--- src/hdl/rgba_half_downsample_top_defines.svh ---
// ----------------------------------------------------------------------------
// Assertion macros for the RGBA half-size downsampler
// Shared concurrent assertion forms, clocked on clk and disabled in reset.
// ----------------------------------------------------------------------------
`ifndef RGBA_HALF_DOWNSAMPLE_TOP_DEFINES_SVH
`define RGBA_HALF_DOWNSAMPLE_TOP_DEFINES_SVH

// The consequent must hold in the same cycle as the antecedent.
`define RHD_ASSERT_SAME(label, ante, cons) \
  label: assert property (@(posedge clk) disable iff (rst) (ante) |-> (cons)) \
    else $error("rhd assertion failed");

// The consequent must hold in the cycle after the antecedent.
`define RHD_ASSERT_NEXT(label, ante, cons) \
  label: assert property (@(posedge clk) disable iff (rst) (ante) |=> (cons)) \
    else $error("rhd assertion failed");

`endif

--- src/hdl/rhd_pkg.sv ---
// ----------------------------------------------------------------------------
// RGBA half-size downsampler package
// Payload types, lane control struct, register codes and widths.
// ----------------------------------------------------------------------------
package rhd_pkg;

  localparam int CH_W          = 8;
  localparam int PSUM_W        = CH_W + 1;
  localparam int NUM_LANES     = 4;
  localparam int LINE_W        = NUM_LANES * PSUM_W;
  localparam int WIDTH_REG_W   = 13;
  localparam int HEIGHT_W      = 16;
  localparam int CFG_INDEX_W   = 2;
  localparam int CFG_DATA_W    = 16;
  localparam int DEF_MAX_WIDTH = 4096;

  localparam logic [CFG_INDEX_W-1:0] REG_SOURCE_WIDTH  = 2'd0;
  localparam logic [CFG_INDEX_W-1:0] REG_SOURCE_HEIGHT = 2'd1;

  typedef struct packed {
    logic [CH_W-1:0] red;
    logic [CH_W-1:0] green;
    logic [CH_W-1:0] blue;
    logic [CH_W-1:0] alpha;
  } pixel_t;

  typedef struct packed {
    logic [CH_W-1:0] out_red;
    logic [CH_W-1:0] out_green;
    logic [CH_W-1:0] out_blue;
    logic [CH_W-1:0] out_alpha;
    logic            final_pixel;
  } result_t;

  typedef struct packed {
    logic take_left;  // even column: capture the left pixel of the pair
    logic w_one;      // one-pixel-wide source
    logic h_one;      // one-pixel-high source
    logic s1_load;    // an emitting transaction enters the second stage
  } lane_ctl_t;

endpackage

--- src/hdl/rhd_lane.sv ---
// ----------------------------------------------------------------------------
// RGBA half-size downsampler channel lane
// Horizontal pair sum, vertical completion and divide by four for one channel.
// ----------------------------------------------------------------------------
module rhd_lane (
  input  logic                     clk,
  input  logic                     rst,
  input  rhd_pkg::lane_ctl_t       ctl,
  input  logic [rhd_pkg::CH_W-1:0] chan,
  input  logic [rhd_pkg::PSUM_W-1:0] line_q,
  output logic [rhd_pkg::PSUM_W-1:0] hsum,
  output logic [rhd_pkg::CH_W-1:0] avg
);

  import rhd_pkg::*;

  logic [CH_W-1:0]   held;
  logic [PSUM_W-1:0] hsum1;
  logic [PSUM_W:0]   total;

  always_comb begin
    if (ctl.w_one) begin
      hsum = {chan, 1'b0};
    end else begin
      hsum = PSUM_W'(held) + PSUM_W'(chan);
    end
  end

  always_ff @(posedge clk) begin
    if (rst) begin
      held <= '0;
    end else if (ctl.take_left) begin
      held <= chan;
    end
  end

  always_ff @(posedge clk) begin
    if (ctl.s1_load) begin
      hsum1 <= hsum;
    end
  end

  // A one-row source counts each pair sum for both rows.
  always_comb begin
    if (ctl.h_one) begin
      total = {hsum1, 1'b0};
    end else begin
      total = (PSUM_W+1)'(hsum1) + (PSUM_W+1)'(line_q);
    end
  end

  assign avg = total[PSUM_W:2];

endmodule

--- config.mk ---
export PLATFORM = sky130hd
export DESIGN_NAME = rhd_lane
export DESIGN_NICKNAME = d
export VERILOG_FILES = /design/src/hdl/rgba_half_downsample_top_defines.svh /design/src/hdl/rhd_pkg.sv /design/src/hdl/rhd_lane.sv
export SDC_FILE = /design/constraint.sdc
export NUM_CORES = 1
export LEC_CHECK = 0
export BUFFER_PORTS_ARGS = -buffer_cell sky130_fd_sc_hd__buf_4
export CAP_MARGIN = 20
export CORE_MARGIN = 2
export CORE_UTILIZATION = 46
export DETAILED_ROUTE_END_ITERATION = 10
export HOLD_SLACK_MARGIN = 0.1
export PLACE_DENSITY = 0.73
export SYNTH_ARGS = -nofsm -noshare
export SYNTH_HDL_FRONTEND = slang
export SYNTH_SLANG_ARGS = --single-unit
--- constraint.sdc ---
create_clock -name clk -period 1.6 [get_ports clk]
set_clock_uncertainty 0.05 [all_clocks]
set_input_delay 0.16 -clock clk [delete_from_list [all_inputs] [get_ports clk]]
set_output_delay 0.16 -clock clk [all_outputs]
set_load 0.01 [all_outputs]
======== Word-level counts from Yosys, hierarchy flattened ========
Cells that the tools add are included.
Widths: inputs -> output; s select.
cells by class
  add/subtract/negate cells ............... 2
  mux-type cells .......................... 2
operators by type and width
  cell          number
  $add 9x9->10  1
  $mux 10       1
  $add 8x8->9   1
  $mux 9        1
storage, ports and cells
  register bits after elaboration ......... 17
  input bits .............................. 23
  output and inout port bits .............. 17
  logic and storage cells ................. 6

======== Longest topological paths before layout ========
  depth in word-level cells ............... 2
  depth in mapped cells ................... 8
  depth with buffers taken out ............ 8

======== Least setup slack after synthesis ========
OpenSTA, ideal clock, no wires.
  path type ............................... register to register
  start point ............................. reg held[0]
  end point ............................... reg hsum1[6] (data pin)
  setup time .............................. 256 ps
  arrival ................................. 1706 ps
  data required time ...................... 1294 ps
  path slack .............................. -412 ps
  cell stages (with the launch flop) ...... 9
  path buffers ............................ 0
  period minus slack after synthesis ...... 2012 ps
  path through ............................ dfxtp_1 ha_1 inv_1 fa_1 nor2b_1 o31ai_2 nand2b_1 a211oi_1 o31ai_1
on the way
  cells in the longest elaborated chain, start to end .. 2
RTL lines
  element                   line            text
  start: declaration        rhd_lane.sv:17  logic [CH_W-1:0] held;
  start signal: assignment  rhd_lane.sv:33  held <= chan;
  $add 8x8->9               rhd_lane.sv:25  hsum = PSUM_W'(held) + PSUM_W'(chan);
  $mux 9                    rhd_lane.sv:22  if (ctl.w_one) begin
  named net hsum, one bit   rhd_lane.sv:11  output logic [rhd_pkg::PSUM_W-1:0] hsum,
  end signal: assignment    rhd_lane.sv:39  hsum1 <= hsum;
  end: declaration          rhd_lane.sv:18  logic [PSUM_W-1:0] hsum1;
The timed path passes the listed nets, and every way through them passes these cells.
A chain may end at the register's enable or synchronous reset.

======== Worst setup path in the final report ========
  start point ............................. reg hsum1[1]
  end point ............................... out avg[5] (netlist name)
on the way
  cells in the longest elaborated chain, start to end .. 2
RTL lines
  element           line            text
  $add 9x9->10      rhd_lane.sv:48  total = (PSUM_W+1)'(hsum1) + (PSUM_W+1)'(line_q);
  $mux 10           rhd_lane.sv:45  if (ctl.h_one) begin
  end: declaration  rhd_lane.sv:12  output logic [rhd_pkg::CH_W-1:0] avg
No other way between the ends.

==> impl_metrics.ini <==
[setup_path]
worstPathMaxFanout = 3
crit_arrival_ns = 2.05
cp-endpoint = avg[5]
rrSetupSlack_ns = -0.34
cp-start-kind = register
critPathCaptureType = output port
required_ns = 1.39
setup.worst_path.start = hsum1[1]
r2r_end = hsum1[7]
critical_path_class = register to output port
rr_worst_depth = 8
r2r_start = held[0]

[timing]
hold_viol = 0
finalCritPeriodShare_pct = 141
maxSlewHeadroom_pct = 81.7
final.setup.tns_ns = -10.13
final_max_slew_viol_count = 0
clock.fmax_ghz = 0.442
hold_ws_ns = 0.166
rsz0062_at_grt = yes
worstMarginPinSlew_ns = 0.274
min_period_ns = 2.26
fin_ws_ns = -0.661
setup_viol = 23

[detailed_routing]
firstDrtPassIters = 4
via_per_inst = 5.32
final_antenna_net_count = 0
drtIter0Drc = 58
drc_errors = 0
post_drt_wl_per_cell_um = 14.2
routed-via-count = 1410
drt_wl_total_um = 3770

[floorplanning]
dieHeight_um = 57.9
rows = 19
coreArea_um2 = 2760
start_util_pct = 48.4
dieArea_um2 = 3350
die_x_um = 57.9
pin_count = 40

[grt]
grt.overflow.total = 0
antenna_found_initial = 0
grtUsageMet3_pct = 1.79
grt.busiest_layer = met2
gr-usage-met2_pct = 42.2
first_global_vias = 1392
globalRouteMet1Util_pct = 29.8
grt_first_pass_wirelength_um = 6260
grt_max_degree = 17
track_usage_pct = 23.7

[cts]
numCtsBuffers = 3
tritoncts = done
insertion_delay_ns = 0.30
htreeDepth = 1
clkSlewWorstSetupHoldPaths_ns = 0.10
clock-root-buffer = clkbuf_4
clock_sinks = 17
cts_buffer_depth = 2

[yosys]
synthSimpleGateAreaFrac_pct = 12.8
synth.top_cell.area_share_pct = 20.2
yosysUniqueCellTypes = 33
synth_area_leader_cell = edfxtp_1
synthesis.nets = 189
yosys.area_share.xor_xnor_pct = 7.22
netlist_area_um2 = 1340
ys.flop_type = edfxtp_1
synthMuxAreaShare_pct = 7.50
syn_inst = 149
synth-async-reset-ratio_pct = 0
synth-compound-area-share_pct = 20.8
syn_area_per_cell_um2 = 8.96
ys.warnings.count = 0
synth_edf_count = 9
seq_area_frac_synth_pct = 32.2
postSynthRegisterBits = 17
ys_top_cells_by_area = edfxtp_1 20%, ha_1 15%, dfxtp_1 12%
synth_top_family_by_area = compound AO/OA/AOI/OAI gates
synth_adder_area_share_pct = 16.5

[layout]
drive_above_1_share_pct = 53.4
fin_nets = 275
diodes = 0
layout_common_cells = 71 x buf_4, 18 x nand2_1, 12 x nor2_1
final_common_cell = buf_4
final_cells = 265
fin_area_um2 = 2300
area_growth_pct = 72.5

[place]
dp_cells = 240
gp_congestion = 0.890
dp_hpwl_um = 2550
place_ws_ns = -0.357
placed_area_um2 = 1950
portBuffers = 39

[run_status]
violations = setup timing
status = finished, violations left

[power_and_ir_drop]
leakage_nw = 1.04
peakVddDrop_uv = 630
power.density_nw_per_um2 = 691
p_int_mw = 1.05
combinationalPowerShare_pct = 52.2
clock_power_share_pct = 15.0
p_switching_mw = 0.546
pwr-share-seq_pct = 32.8
p_sw_share_pct = 34.3

[min_path]
hold_class = input port to register

[job]
cap_violations = 0
==> stage by stage <==
step	power, mW	util [%]
6_report	1.59	83.5
5_1_grt	1.69	83.5
4_1_cts	1.51	79.2
3_5_place_dp	1.19	70.8
3_3_place_gp	1.16	70.8
2_1_floorplan	0.904	-
==> registers in the layout, summed over array words and instances, names as in the netlist <==
signal  flops
held        8
hsum1       9
==> cells in the mapped netlist (2+ instances only) <==
library cell	count
clkbuf_1	3
edfxtp_1	9
mux2i_1	10
a21oi_1	8
nor3_1	2
o31ai_1	2
nand2b_1	3
o21ai_1	2
o21ai_0	19
dfxtp_1	8
inv_1	5
nand2_1	18
nor2_1	12
xor2_1	7
a211oi_1	2
nor2b_1	3
xnor2_1	4
o21a_1	2
ha_1	16
==> kinds of logic after synthesis <==
| family | after synthesis |
|---|---|
| DFF | 17 |
| xor gates and xnor gates | 11 |
| adders and majority gates | 17 |
| muxes | 10 |
| AOI/OAI and AO/OA | 44 |
| buffers and inverters | 10 |
| and+or+nand+nor | 40 |
==> worst min-delay path by stage <==
| stage | cells past startpoint | slack (ns) | endpoint | from |
|---|---|---|---|---|
| after global routing | 4 | 0.18 | held[4] | chan[4] |
| final | 4 | 0.17 | held[3] | chan[3] |
| after detailed placement | 2 | 0.34 | held[0] | rst |
| after global placement | 2 | 0.34 | held[0] | rst |
| after floorplan | 0 | 0.22 | hsum1[0] | ctl[0] |
| after CTS | 3 | 0.12 | hsum1[7] | chan[6] |
==> layer usage <==
metal / vias up / part of all wire, %
met5: - / 0
met4: 0 / 1.5
met3: 7 / 4.9
met2: 39 / 49
met1: 653 / 45
li1: 711 / -
==> layout make-up <==
type                    count  area [um2]
clock buffers               3        22.5
fillers                   154         454
well taps                  31        38.8
flip-flops and latches     17         433
inverters                   5        18.8
repair buffers             86         696
clock inverters             1        5.00
multi-input cells         122        1090
==> power by group through the flow <==
| stage | sequential [mW] | clock (mW) | combinational (mW) |
|---|---|---|---|
| 2_1_floorplan | 0.524 | 0 | 0.380 |
| 3_3_place_gp | 0.527 | 0 | 0.635 |
| 3_5_place_dp | 0.530 | 0 | 0.658 |
| 4_1_cts | 0.522 | 0.244 | 0.743 |
| 5_1_grt | 0.526 | 0.258 | 0.902 |
| 6_report | 0.523 | 0.239 | 0.831 |
==> repair_timing <==
item,4_1_cts,5_1_grt
buffers inserted,10,11
endpoints found under the hold margin,17,0
pin swaps,21,17
endpoints found under the setup margin,22,23
resized for setup,24,16
hold buffers,5,0
==> critical path, stage by stage, from the launching register on <==
cell and delay (ns):
edfxtp_1 0.44, ha_4 0.25, buf_6 0.11, a31o_4 0.22, a21oi_4 0.21, o31ai_4 0.08
xnor2_1 0.14, o21ai_1 0.15, buf_4 0.14
(Power assumes the default switching activity.)
